===== config.mk =====
export PLATFORM = sky130hd
export DESIGN_NAME = compass_heading_atan2_unit
export DESIGN_NICKNAME = d
export VERILOG_FILES = /design/src/hdl/chdg_pkg.sv /design/src/hdl/chdg_cordic_stage.sv /design/src/hdl/compass_heading_atan2_unit.sv
export SDC_FILE = /design/constraint.sdc
export NUM_CORES = 2
export LEC_CHECK = 0
export BUFFER_PORTS_ARGS = -buffer_cell sky130_fd_sc_hd__buf_2
export CAP_MARGIN = 20
export CORE_AREA = 3 3 463 465
export CTS_BUF_LIST = sky130_fd_sc_hd__clkbuf_4
export DETAILED_ROUTE_END_ITERATION = 8
export DIE_AREA = 0 0 466 468
export HOLD_SLACK_MARGIN = 0.06
export PLACE_DENSITY_LB_ADDON = 0.15
export SLEW_MARGIN = 20
export SYNTH_ARGS = -nofsm -noshare
export SYNTH_HDL_FRONTEND = slang
export SYNTH_SLANG_ARGS = --single-unit

===== constraint.sdc =====
create_clock -name clk -period 16.4 [get_ports clk]
set_input_delay 3.28 -clock clk [delete_from_list [all_inputs] [get_ports clk]]
set_output_delay 3.28 -clock clk [all_outputs]
set_load 0.005 [all_outputs]

===== src/hdl/chdg_pkg.sv =====
// ----------------------------------------------------------------------------
// chdg_pkg: compass heading shared constants
// Angle formats, the arctangent table for the CORDIC stages and the turn
// constants used by the heading wrap.
// ----------------------------------------------------------------------------
package chdg_pkg;

    // CORDIC angle accumulator, 1/32768 degree units
    localparam int Z_WIDTH        = 25;
    localparam int ATAN_TABLE_LEN = 24;

    // heading and register widths
    localparam int HEADING_WIDTH = 16;
    localparam int DECL_WIDTH    = 16;
    localparam int OFFSET_WIDTH  = 17;
    localparam int ANGLE_WIDTH   = Z_WIDTH - 8;
    localparam int SUM_WIDTH     = 19;

    localparam int GUARD_BITS = 8;

    localparam int FULL_TURN = 46080;
    localparam int HALF_TURN = 23040;

    localparam logic signed [Z_WIDTH-1:0] QUARTER_FINE = 25'sd2949120;
    localparam logic signed [Z_WIDTH-1:0] ROUND_HALF   = 25'sd128;

    // atan(2^-i) in 1/32768 degree, rounded to nearest
    localparam logic signed [Z_WIDTH-1:0] ATAN_FINE [ATAN_TABLE_LEN] = '{
        25'sd1474560, 25'sd870484, 25'sd459940, 25'sd233473,
        25'sd117189,  25'sd58652,  25'sd29333,  25'sd14667,
        25'sd7334,    25'sd3667,   25'sd1833,   25'sd917,
        25'sd458,     25'sd229,    25'sd115,    25'sd57,
        25'sd29,      25'sd14,     25'sd7,      25'sd4,
        25'sd2,       25'sd1,      25'sd0,      25'sd0
    };

    // APB register word addresses
    localparam logic ADDR_DECLINATION = 1'b0;
    localparam logic ADDR_OFFSET      = 1'b1;

endpackage


===== src/hdl/chdg_cordic_stage.sv =====
// ----------------------------------------------------------------------------
// chdg_cordic_stage: one registered CORDIC vectoring iteration
// Rotates the vector toward the positive x axis by atan(2^-SHIFT) and
// accumulates the angle; holds its item until the next stage takes it.
// ----------------------------------------------------------------------------
module chdg_cordic_stage #(
    parameter int DATA_WIDTH = 27,
    parameter int SHIFT      = 0,
    parameter logic signed [chdg_pkg::Z_WIDTH-1:0] ATAN_STEP = '0
) (
    input  logic                                clk,
    input  logic                                rst_n,
    input  logic                                up_valid,
    output logic                                up_ready,
    input  logic signed [DATA_WIDTH-1:0]        up_x,
    input  logic signed [DATA_WIDTH-1:0]        up_y,
    input  logic signed [chdg_pkg::Z_WIDTH-1:0] up_z,
    input  logic                                up_zero,
    output logic                                dn_valid,
    input  logic                                dn_ready,
    output logic signed [DATA_WIDTH-1:0]        dn_x,
    output logic signed [DATA_WIDTH-1:0]        dn_y,
    output logic signed [chdg_pkg::Z_WIDTH-1:0] dn_z,
    output logic                                dn_zero
);

    logic                                valid_reg;
    logic signed [DATA_WIDTH-1:0]        x_reg;
    logic signed [DATA_WIDTH-1:0]        y_reg;
    logic signed [chdg_pkg::Z_WIDTH-1:0] z_reg;
    logic                                zero_reg;

    logic signed [DATA_WIDTH-1:0]        x_next;
    logic signed [DATA_WIDTH-1:0]        y_next;
    logic signed [chdg_pkg::Z_WIDTH-1:0] z_next;
    logic signed [DATA_WIDTH-1:0]        dx;
    logic signed [DATA_WIDTH-1:0]        dy;

    assign up_ready = ~valid_reg | dn_ready;

    always_comb
    begin
        dx = up_y >>> SHIFT;
        dy = up_x >>> SHIFT;
        if (up_y >= 0)
        begin
            x_next = up_x + dx;
            y_next = up_y - dy;
            z_next = up_z + ATAN_STEP;
        end
        else
        begin
            x_next = up_x - dx;
            y_next = up_y + dy;
            z_next = up_z - ATAN_STEP;
        end
    end

    always_ff @(posedge clk or negedge rst_n)
    begin
        if (!rst_n)
        begin
            valid_reg <= 1'b0;
        end
        else if (up_ready)
        begin
            valid_reg <= up_valid;
        end
    end

    always_ff @(posedge clk)
    begin
        if (up_ready && up_valid)
        begin
            x_reg    <= x_next;
            y_reg    <= y_next;
            z_reg    <= z_next;
            zero_reg <= up_zero;
        end
    end

    assign dn_valid = valid_reg;
    assign dn_x     = x_reg;
    assign dn_y     = y_reg;
    assign dn_z     = z_reg;
    assign dn_zero  = zero_reg;

endmodule


===== src/hdl/compass_heading_atan2_unit.sv =====
// ----------------------------------------------------------------------------
// compass_heading_atan2_unit: magnetometer compass heading
// Pipelined CORDIC atan2 of (field_x, field_y) plus declination, minus yaw
// offset, wrapped into [-180, 180) degrees in 1/128 degree units.
// ----------------------------------------------------------------------------
// Accepts one item per clock when not stalled, returns one heading per item,
// in order. Pipeline: quadrant pre-rotation register, a register per CORDIC
// iteration (CORDIC_STAGES, at most the atan table length), the rounding and
// declination/offset sum register, and the wrapped output register. Every
// stage holds its item under backpressure, so out_ready low stalls only full
// stages. Registers: 0x0 declination (16-bit signed), 0x4 heading_offset
// (17-bit signed), both in 1/128 degree; write them only while idle.
module compass_heading_atan2_unit #(
    parameter int SAMPLE_WIDTH  = 16,
    parameter int CORDIC_STAGES = 16
) (
    input  logic                                      clk,
    input  logic                                      rst_n,
    input  logic                                      psel,
    input  logic                                      penable,
    input  logic                                      pwrite,
    input  logic [2:0]                                paddr,
    input  logic [31:0]                               pwdata,
    output logic [31:0]                               prdata,
    output logic                                      pready,
    input  logic                                      in_valid,
    output logic                                      in_ready,
    input  logic signed [SAMPLE_WIDTH-1:0]            field_x,
    input  logic signed [SAMPLE_WIDTH-1:0]            field_y,
    output logic                                      out_valid,
    input  logic                                      out_ready,
    output logic signed [chdg_pkg::HEADING_WIDTH-1:0] heading
);

    localparam int DW = SAMPLE_WIDTH + chdg_pkg::GUARD_BITS + 3;
    localparam int NS = (CORDIC_STAGES > chdg_pkg::ATAN_TABLE_LEN)
                        ? chdg_pkg::ATAN_TABLE_LEN : CORDIC_STAGES;
    localparam int ZW = chdg_pkg::Z_WIDTH;
    localparam int HW = chdg_pkg::SUM_WIDTH;

    // ---------------- configuration registers ----------------
    logic signed [chdg_pkg::DECL_WIDTH-1:0]   decl_reg;
    logic signed [chdg_pkg::OFFSET_WIDTH-1:0] offset_reg;
    logic                                     cfg_write;

    assign pready    = 1'b1;
    assign cfg_write = psel & penable & pwrite;

    always_ff @(posedge clk or negedge rst_n)
    begin
        if (!rst_n)
        begin
            decl_reg   <= '0;
            offset_reg <= '0;
        end
        else if (cfg_write)
        begin
            unique case (paddr[2])
                chdg_pkg::ADDR_DECLINATION:
                    decl_reg <= pwdata[chdg_pkg::DECL_WIDTH-1:0];
                chdg_pkg::ADDR_OFFSET:
                    offset_reg <= pwdata[chdg_pkg::OFFSET_WIDTH-1:0];
                default:
                    decl_reg <= decl_reg;
            endcase
        end
    end

    always_comb
    begin
        unique case (paddr[2])
            chdg_pkg::ADDR_DECLINATION: prdata = 32'(decl_reg);
            chdg_pkg::ADDR_OFFSET:      prdata = 32'(offset_reg);
            default:                    prdata = '0;
        endcase
    end

    // ---------------- quadrant pre-rotation ----------------
    logic                  pre_valid_reg;
    logic signed [DW-1:0]  pre_x_reg;
    logic signed [DW-1:0]  pre_y_reg;
    logic signed [ZW-1:0]  pre_z_reg;
    logic                  pre_zero_reg;
    logic signed [DW-1:0]  xs;
    logic signed [DW-1:0]  ys;
    logic signed [DW-1:0]  pre_x_next;
    logic signed [DW-1:0]  pre_y_next;
    logic signed [ZW-1:0]  pre_z_next;

    logic                  ch_valid [NS+1];
    logic                  ch_ready [NS+1];
    logic signed [DW-1:0]  ch_x     [NS+1];
    logic signed [DW-1:0]  ch_y     [NS+1];
    logic signed [ZW-1:0]  ch_z     [NS+1];
    logic                  ch_zero  [NS+1];

    always_comb
    begin
        xs = {{(DW-SAMPLE_WIDTH-chdg_pkg::GUARD_BITS){field_x[SAMPLE_WIDTH-1]}},
              field_x, {chdg_pkg::GUARD_BITS{1'b0}}};
        ys = {{(DW-SAMPLE_WIDTH-chdg_pkg::GUARD_BITS){field_y[SAMPLE_WIDTH-1]}},
              field_y, {chdg_pkg::GUARD_BITS{1'b0}}};
        pre_x_next = xs;
        pre_y_next = ys;
        pre_z_next = '0;
        if (xs < 0)
        begin
            if (ys >= 0)
            begin
                pre_x_next = ys;
                pre_y_next = -xs;
                pre_z_next = chdg_pkg::QUARTER_FINE;
            end
            else
            begin
                pre_x_next = -ys;
                pre_y_next = xs;
                pre_z_next = -chdg_pkg::QUARTER_FINE;
            end
        end
    end

    assign in_ready = ~pre_valid_reg | ch_ready[0];

    always_ff @(posedge clk or negedge rst_n)
    begin
        if (!rst_n)
        begin
            pre_valid_reg <= 1'b0;
        end
        else if (in_ready)
        begin
            pre_valid_reg <= in_valid;
        end
    end

    always_ff @(posedge clk)
    begin
        if (in_ready && in_valid)
        begin
            pre_x_reg    <= pre_x_next;
            pre_y_reg    <= pre_y_next;
            pre_z_reg    <= pre_z_next;
            pre_zero_reg <= (field_x == '0) && (field_y == '0);
        end
    end

    assign ch_valid[0] = pre_valid_reg;
    assign ch_x[0]     = pre_x_reg;
    assign ch_y[0]     = pre_y_reg;
    assign ch_z[0]     = pre_z_reg;
    assign ch_zero[0]  = pre_zero_reg;

    // ---------------- CORDIC iterations ----------------
    for (genvar i = 0; i < NS; i++)
    begin : g_stage
        chdg_cordic_stage #(
            .DATA_WIDTH (DW),
            .SHIFT      (i),
            .ATAN_STEP  (chdg_pkg::ATAN_FINE[i])
        ) u_stage (
            .clk      (clk),
            .rst_n    (rst_n),
            .up_valid (ch_valid[i]),
            .up_ready (ch_ready[i]),
            .up_x     (ch_x[i]),
            .up_y     (ch_y[i]),
            .up_z     (ch_z[i]),
            .up_zero  (ch_zero[i]),
            .dn_valid (ch_valid[i+1]),
            .dn_ready (ch_ready[i+1]),
            .dn_x     (ch_x[i+1]),
            .dn_y     (ch_y[i+1]),
            .dn_z     (ch_z[i+1]),
            .dn_zero  (ch_zero[i+1])
        );
    end

    // ---------------- round, add declination, subtract offset ----------------
    logic                                    sum_valid_reg;
    logic                                    sum_ready;
    logic signed [HW-1:0]                    sum_reg;
    logic signed [ZW-1:0]                    z_round;
    logic signed [chdg_pkg::ANGLE_WIDTH-1:0] angle;
    logic signed [HW-1:0]                    sum_next;
    logic                                    out_stage_ready;

    always_comb
    begin
        z_round = ch_z[NS] + chdg_pkg::ROUND_HALF;
        angle   = ch_zero[NS] ? '0 : z_round[ZW-1:chdg_pkg::GUARD_BITS];
        sum_next = HW'(angle) + HW'(decl_reg) - HW'(offset_reg);
    end

    assign sum_ready  = ~sum_valid_reg | out_stage_ready;
    assign ch_ready[NS] = sum_ready;

    always_ff @(posedge clk or negedge rst_n)
    begin
        if (!rst_n)
        begin
            sum_valid_reg <= 1'b0;
        end
        else if (sum_ready)
        begin
            sum_valid_reg <= ch_valid[NS];
        end
    end

    always_ff @(posedge clk)
    begin
        if (sum_ready && ch_valid[NS])
        begin
            sum_reg <= sum_next;
        end
    end

    // ---------------- wrap into [-180, 180) ----------------
    logic                                     out_valid_reg;
    logic signed [chdg_pkg::HEADING_WIDTH-1:0] heading_reg;
    logic signed [HW-1:0]                     shifted;
    logic signed [HW-1:0]                     turn_sub;
    logic signed [HW-1:0]                     wrapped;

    // pick the largest multiple of a full turn not above sum + half turn
    always_comb
    begin
        shifted  = sum_reg + HW'(chdg_pkg::HALF_TURN);
        turn_sub = -$signed(HW'(3 * chdg_pkg::FULL_TURN));
        for (int m = -2; m <= 3; m++)
        begin
            if (shifted >= $signed(HW'(m * chdg_pkg::FULL_TURN)))
            begin
                turn_sub = $signed(HW'(m * chdg_pkg::FULL_TURN));
            end
        end
        wrapped = sum_reg - turn_sub;
    end

    assign out_stage_ready = ~out_valid_reg | out_ready;

    always_ff @(posedge clk or negedge rst_n)
    begin
        if (!rst_n)
        begin
            out_valid_reg <= 1'b0;
        end
        else if (out_stage_ready)
        begin
            out_valid_reg <= sum_valid_reg;
        end
    end

    always_ff @(posedge clk)
    begin
        if (out_stage_ready && sum_valid_reg)
        begin
            heading_reg <= wrapped[chdg_pkg::HEADING_WIDTH-1:0];
        end
    end

    assign out_valid = out_valid_reg;
    assign heading   = heading_reg;

endmodule

# After elaboration in Yosys (flattened, before gate mapping)
# Index checks and enable logic that the tools add are counted.
# word_totals
regBits	1366
in_bits	74
output_inout_bits	51
wordCells	336
# op_classes
n_addsub	96
n_lt_le_gt_ge	24
n_mux	58
bitwise_logic	42
n_reduce_logical	26
# op_table
op	n
27-bit two-way mux	33
27-bit by 1-bit >= comparator with 1-bit output (second input constant)	16
25-bit two-way mux	17
16-bit two-way mux	5
32-bit case mux with 2 select lines	1
27-bit by 14-bit adder with 27-bit output	2
27-bit by 15-bit adder with 27-bit output	2
27-bit by 16-bit adder with 27-bit output	2
27-bit by 17-bit adder with 27-bit output	2
27-bit by 18-bit adder with 27-bit output	2
27-bit by 19-bit adder with 27-bit output	2
27-bit by 20-bit adder with 27-bit output	2
27-bit by 21-bit adder with 27-bit output	2
27-bit by 22-bit adder with 27-bit output	2
27-bit by 23-bit adder with 27-bit output	2
27-bit by 24-bit adder with 27-bit output	2
27-bit by 25-bit adder with 27-bit output	2
27-bit by 26-bit adder with 27-bit output	2
24-bit negator with 27-bit output	2
27-bit by 14-bit subtractor with 27-bit output	2
27-bit by 15-bit subtractor with 27-bit output	2
27-bit by 16-bit subtractor with 27-bit output	2
27-bit by 17-bit subtractor with 27-bit output	2
27-bit by 18-bit subtractor with 27-bit output	2
63 further kinds	136

# Longest topological paths before layout
# logic_depth
word_depth	21
depth_mapped	19
ltp_nobuf	19

# Cells and area by module
# Synthesis repeated with hierarchy kept, for this count alone.
# hier_totals
hier_cells	12499
hier_area_um2	119577.2
# by_module_without_submodules
mod	n_inst	cells_per_inst	area_per_inst_um2	seq_area_each_um2
compass_heading_atan2_unit	1	764	7569.8	3213.1
chdg_cordic_stage at g_stage[0].u_stage	1	840	7435.9	2397.3
chdg_cordic_stage at g_stage[3].u_stage	1	787	7293.2	2427.3
chdg_cordic_stage at g_stage[1].u_stage	1	765	7219.4	2427.3
chdg_cordic_stage at g_stage[2].u_stage	1	749	7163.1	2427.3
chdg_cordic_stage at g_stage[7].u_stage	1	760	7129.3	2427.3
chdg_cordic_stage at g_stage[5].u_stage	1	736	7063.0	2427.3
chdg_cordic_stage at g_stage[13].u_stage	1	741	7056.8	2427.3
chdg_cordic_stage at g_stage[6].u_stage	1	727	7046.8	2427.3
chdg_cordic_stage at g_stage[4].u_stage	1	722	7031.7	2427.3
chdg_cordic_stage at g_stage[9].u_stage	1	721	7016.7	2427.3
chdg_cordic_stage at g_stage[11].u_stage	1	732	6935.4	2427.3
chdg_cordic_stage at g_stage[8].u_stage	1	710	6887.9	2427.3
chdg_cordic_stage at g_stage[12].u_stage	1	704	6770.2	2427.3
+3 rows	-	-	-	-

# Worst setup path before layout
# OpenSTA, ideal clock, no wires.
# synth_timing
path_kind	input to register
from	in out_ready
to	reg g_stage[9].u_stage.x_reg[0], enable pin
setup_ns	0.637
arrival_ns	9.837
slack_ns	5.926
stages	6
path_buffers	0
path_cell_list	nor2b_1 -> and3_1 -> and3_1 -> and2_1 -> and3_1 -> a21boi_0
# synth_via
elab_chain_len	10
# synth_rtl
element	line	source
from (decl)	compass_heading_atan2_unit.sv:31	input logic out_ready,
1-bit bitwise OR	compass_heading_atan2_unit.sv:240	assign out_stage_ready = ~out_valid_reg | out_ready;
1-bit bitwise OR	compass_heading_atan2_unit.sv:195	assign sum_ready = ~sum_valid_reg | out_stage_ready;
1-bit bitwise OR (7 in a row)	chdg_cordic_stage.sv:39	assign up_ready = ~valid_reg | dn_ready;
1-bit logical AND	chdg_cordic_stage.sv:73	if (up_ready && up_valid)
to (signal assigned)	chdg_cordic_stage.sv:75	x_reg <= x_next;
to (decl)	chdg_cordic_stage.sv:28	logic signed [DATA_WIDTH-1:0] x_reg;
# No other way between the ends.
# A chain may end at the register's enable or synchronous reset.

# Final worst setup path
# layout_timing
from	in out_ready
to	out in_ready
# layout_via
elab_chain_len	19
# layout_rtl
element	line	source
1-bit bitwise OR	compass_heading_atan2_unit.sv:240	
1-bit bitwise OR	compass_heading_atan2_unit.sv:195	
1-bit bitwise OR (16 in a row)	chdg_cordic_stage.sv:39	
1-bit bitwise OR	compass_heading_atan2_unit.sv:123	assign in_ready = ~pre_valid_reg | ch_ready[0];
to (decl)	compass_heading_atan2_unit.sv:27	output logic in_ready,
# No other way between the ends.

==> metrics.txt <==
PostCTS Resize Cnt 0; clock buffer depth 4; worst hold slack 0.3804 ns; Seq/Total Area, Yosys 0.3744; Min Clock Period, post-route 8.907 ns; delay-heaviest family, CP simple AND/OR/NAND/NOR gates; global-route usage over all layers 0.2036; Overflow after GRT 0; Final ANT Viol Nets 0; clk slew on worst S/H paths 0.06 ns; Initial Utilization 0.4501; Inserted Clock Buffers 343; Remaining DRCs 0; Largest register FFs 357; DP HPWL 179800 um; first-pass GRT wire length 362900 um; Max Cap Viol 0; min-delay worst type flip-flop to flip-flop; crit path max fanout 5; initial antenna violation count 9; worst reg2reg path startpoint g_stage[8].u_stage.dn_x[12]; router iterations before antenna repair 5; overall routed net length 226700 um; endpoints failing setup 0; slowest CP cell and4_1; Slew headroom 0.2045; Multi-input gate area 57180 um2; Die ar. 218100 um2; Worst Setup End Kind output port; Nets 11190; ys flop type edfxtp_1; port buffer count 106; reg2reg path depth 17; Syn Std Cell Area 94510 um2; DR WL/cell 17.44 um; cell count after synthesis 9532; skew final 0.09784 ns; Iteration-0 DRC Markers 4301; ys async rst share 0.04381; largest net degree at the start of global routing 79; Via Count 71820; Reg area 35380 um2; WP data required 13.12 ns; RePlAce Congestion 0.9056; CP startpoint kind primary input; Max stage delay on crit path 0.30 ns; chip width 466 um; Post-synth EDFFs 1135; worst setup path class primary input to output port; die height 468 um; worst r2r dst g_stage[9].u_stage.dn_y[26]; Placeable Area 210000 um2; CTS tree yes; Synth Register Bits 1187; Worst Hold Path EP g_stage[1].u_stage.dn_zero; num rows 168; FF-to-FF setup slack 11.29 ns; achievable frequency 0.1123 GHz; IO Count 125; Hold Startpoint g_stage[0].u_stage.dn_zero; clk root buf clkbuf_4; Arrival @ worst endpoint 5.63 ns; outcome finished, final reports clean; Tcrit/Tclk final 0.5431; filler instances 19330; H-Tree Depth 5; vias in the first global route 70040; Final Hold Viols 0; Ys Warns 0; Cell Chain, Critical Path buf_2 -> nor2b_1 -> and3_1 -> and3_1 -> nand2_1 -> nor4_2 -> buf_4 -> and4_1 -> nand3_1 -> buf_2; synth unique cells 98; WHS Path Cells 0; CTS sink count 1187; share of layout cells above drive strength 1 0.07925; Layout area overhead 8.703%; RSZ-0062 raised after global routing false; syn avg cell area 9.915 um2; Slew Limit Fails 0; worst slew pin tran 1.163 ns; Setup Fix Bufs, Post-CTS 0; CP bufs+invs 3; WP depth 10; latest clock arrival within the worst-skew pair 1.32 ns; vias per cell 5.523; CTS Hold Bufs 0; final setup TNS 0 ns
[routing by layer]
metal  global-route usage  up-vias  routed length [um]
met5                    0        -                  13
met2               0.3586     1451              111200
met1               0.2521    33770               98820
li1                     -    36170                   -
met3              0.02988      435                9437
met4              0.07454        2                7262
[worst register-to-register path, delay by kind of cell (launching register included)]
kind / cells / cell delay, ns
flops: 1 / 0.52
fa+ha+maj: 1 / 0.31
compound gates: 8 / 2.19
xor+xnor: 2 / 0.27
simple gates: 6 / 1.57
[area by class of cell]
| type | count | share of cell area |
|---|---|---|
| diodes | 3 | 0.00007307 |
| clock buffers | 466 | 0.03405 |
| clock inverters | 112 | 0.005492 |
| inverters | 464 | 0.01695 |
| multi-input cells | 7817 | 0.5566 |
| flip-flops and latches | 1187 | 0.3444 |
| well taps | 2805 | 0.03416 |
| repair buffers | 149 | 0.008306 |
[cell usage after synthesis (14+ instances only)]
master        n  share of area
fa_1         53          0.011
a211o_1      23         0.0021
or4_1        56         0.0044
o41ai_1      60         0.0056
nand2b_1    181          0.012
a211oi_1     69         0.0055
o21bai_1    123         0.0098
and2_1       42         0.0028
clkbuf_1    109         0.0043
or3_1       111         0.0073
a21oi_1     756          0.040
or2_2        50         0.0033
nor3_1      197          0.010
a21o_1      365          0.029
a2111oi_0    15         0.0014
nand2_1     557          0.022
mux2i_1      26         0.0028
mux2_2       35         0.0042
nor2b_1     122         0.0081
buf_4        16         0.0013
inv_1       462          0.018
a41o_1       16         0.0017
o21ai_0     553          0.029
and3_1       75         0.0050
nand3_1     188          0.010
o21a_1      184          0.015
a41oi_1      20         0.0019
o211ai_1     26         0.0021
a31o_2       22         0.0020
xor2_1      460          0.043
a31oi_1      81         0.0054
nand3b_1     15         0.0012
nor4_1       55         0.0036
edfxtp_1   1135           0.36
o31ai_1     151          0.012
dfrtp_1      52          0.014
buf_1        16        0.00064
nand4_1      52         0.0034
a21boi_0     41         0.0033
ha_1       1098           0.15
o22ai_1      14        0.00093
nor2_1      714          0.028
xnor2_1     940          0.087
[stage by stage]
| stage | utilization | area [um2] | worst slack (ns) | std cells |
|---|---|---|---|---|
| 2_1_floorplan | - | 94810 | 5.926 | 9612 |
| 3_3_place_gp | 0.4699 | 98670 | 7.375 | 12420 |
| 3_5_place_dp | 0.4699 | 98670 | 7.439 | 12420 |
| 4_1_cts | 0.4892 | 102700 | 7.408 | 13000 |
| 5_1_grt | 0.4893 | 102700 | 7.276 | 13000 |
| 6_report | 0.4893 | 102700 | 7.493 | 13000 |
[cell families (layout without fill, tap and decap cells)]
family | after synthesis | in the layout | share of synthesized area
compound gates | 2661 | 2661 | 0.1810
other cells | 2 | 85 | 0.00007946
simple gates | 2462 | 2462 | 0.1265
fa+ha+maj | 1151 | 1151 | 0.1566
xor+xnor | 1400 | 1400 | 0.1297
buf+inv | 608 | 1191 | 0.02482
flops | 1187 | 1187 | 0.3744
mux | 61 | 61 | 0.006924
[worst max-delay path by stage]
| stage | start | endpoint | slack (ns) |
|---|---|---|---|
| after detailed placement | out_ready | in_ready | 7.44 |
| after CTS | out_ready | in_ready | 7.41 |
| after global placement | out_ready | in_ready | 7.38 |
| after floorplan | out_ready | g_stage[9].u_stage.dn_x[0] | 5.93 |
| final | out_ready | in_ready | 7.49 |
| after global routing | out_ready | in_ready | 7.28 |
[layout by cell type (no fill, tap or decap), types with 50 or more instances in the layout]
cell / synthesis / final
o21bai_1: 123 / 123
a31oi_1: 81 / 81
a211oi_1: 69 / 69
buf_2: 3 / 106
xnor2_1: 940 / 940
o21ai_0: 553 / 553
clkinv_1: 2 / 79
o31ai_1: 151 / 151
or4_1: 56 / 56
nand2b_1: 181 / 181
fa_1: 53 / 53
nor2b_1: 122 / 117
nand4_1: 52 / 52
xor2_1: 460 / 460
conb_1: 2 / 82
and3_1: 75 / 75
nor3_1: 197 / 197
nand2_1: 557 / 557
o21a_1: 184 / 183
dfrtp_1: 52 / 52
nand3_1: 188 / 188
or2_2: 50 / 50
nor2_1: 714 / 714
a21o_1: 365 / 365
clkbuf_4: 0 / 466
edfxtp_1: 1135 / 1135
nor4_1: 55 / 53
or3_1: 111 / 111
ha_1: 1098 / 1098
inv_1: 462 / 462
a21oi_1: 756 / 756
o41ai_1: 60 / 60
Power is not shown: default switching activity piles up to over one toggle a cycle in this logic, so the estimate is an artifact.
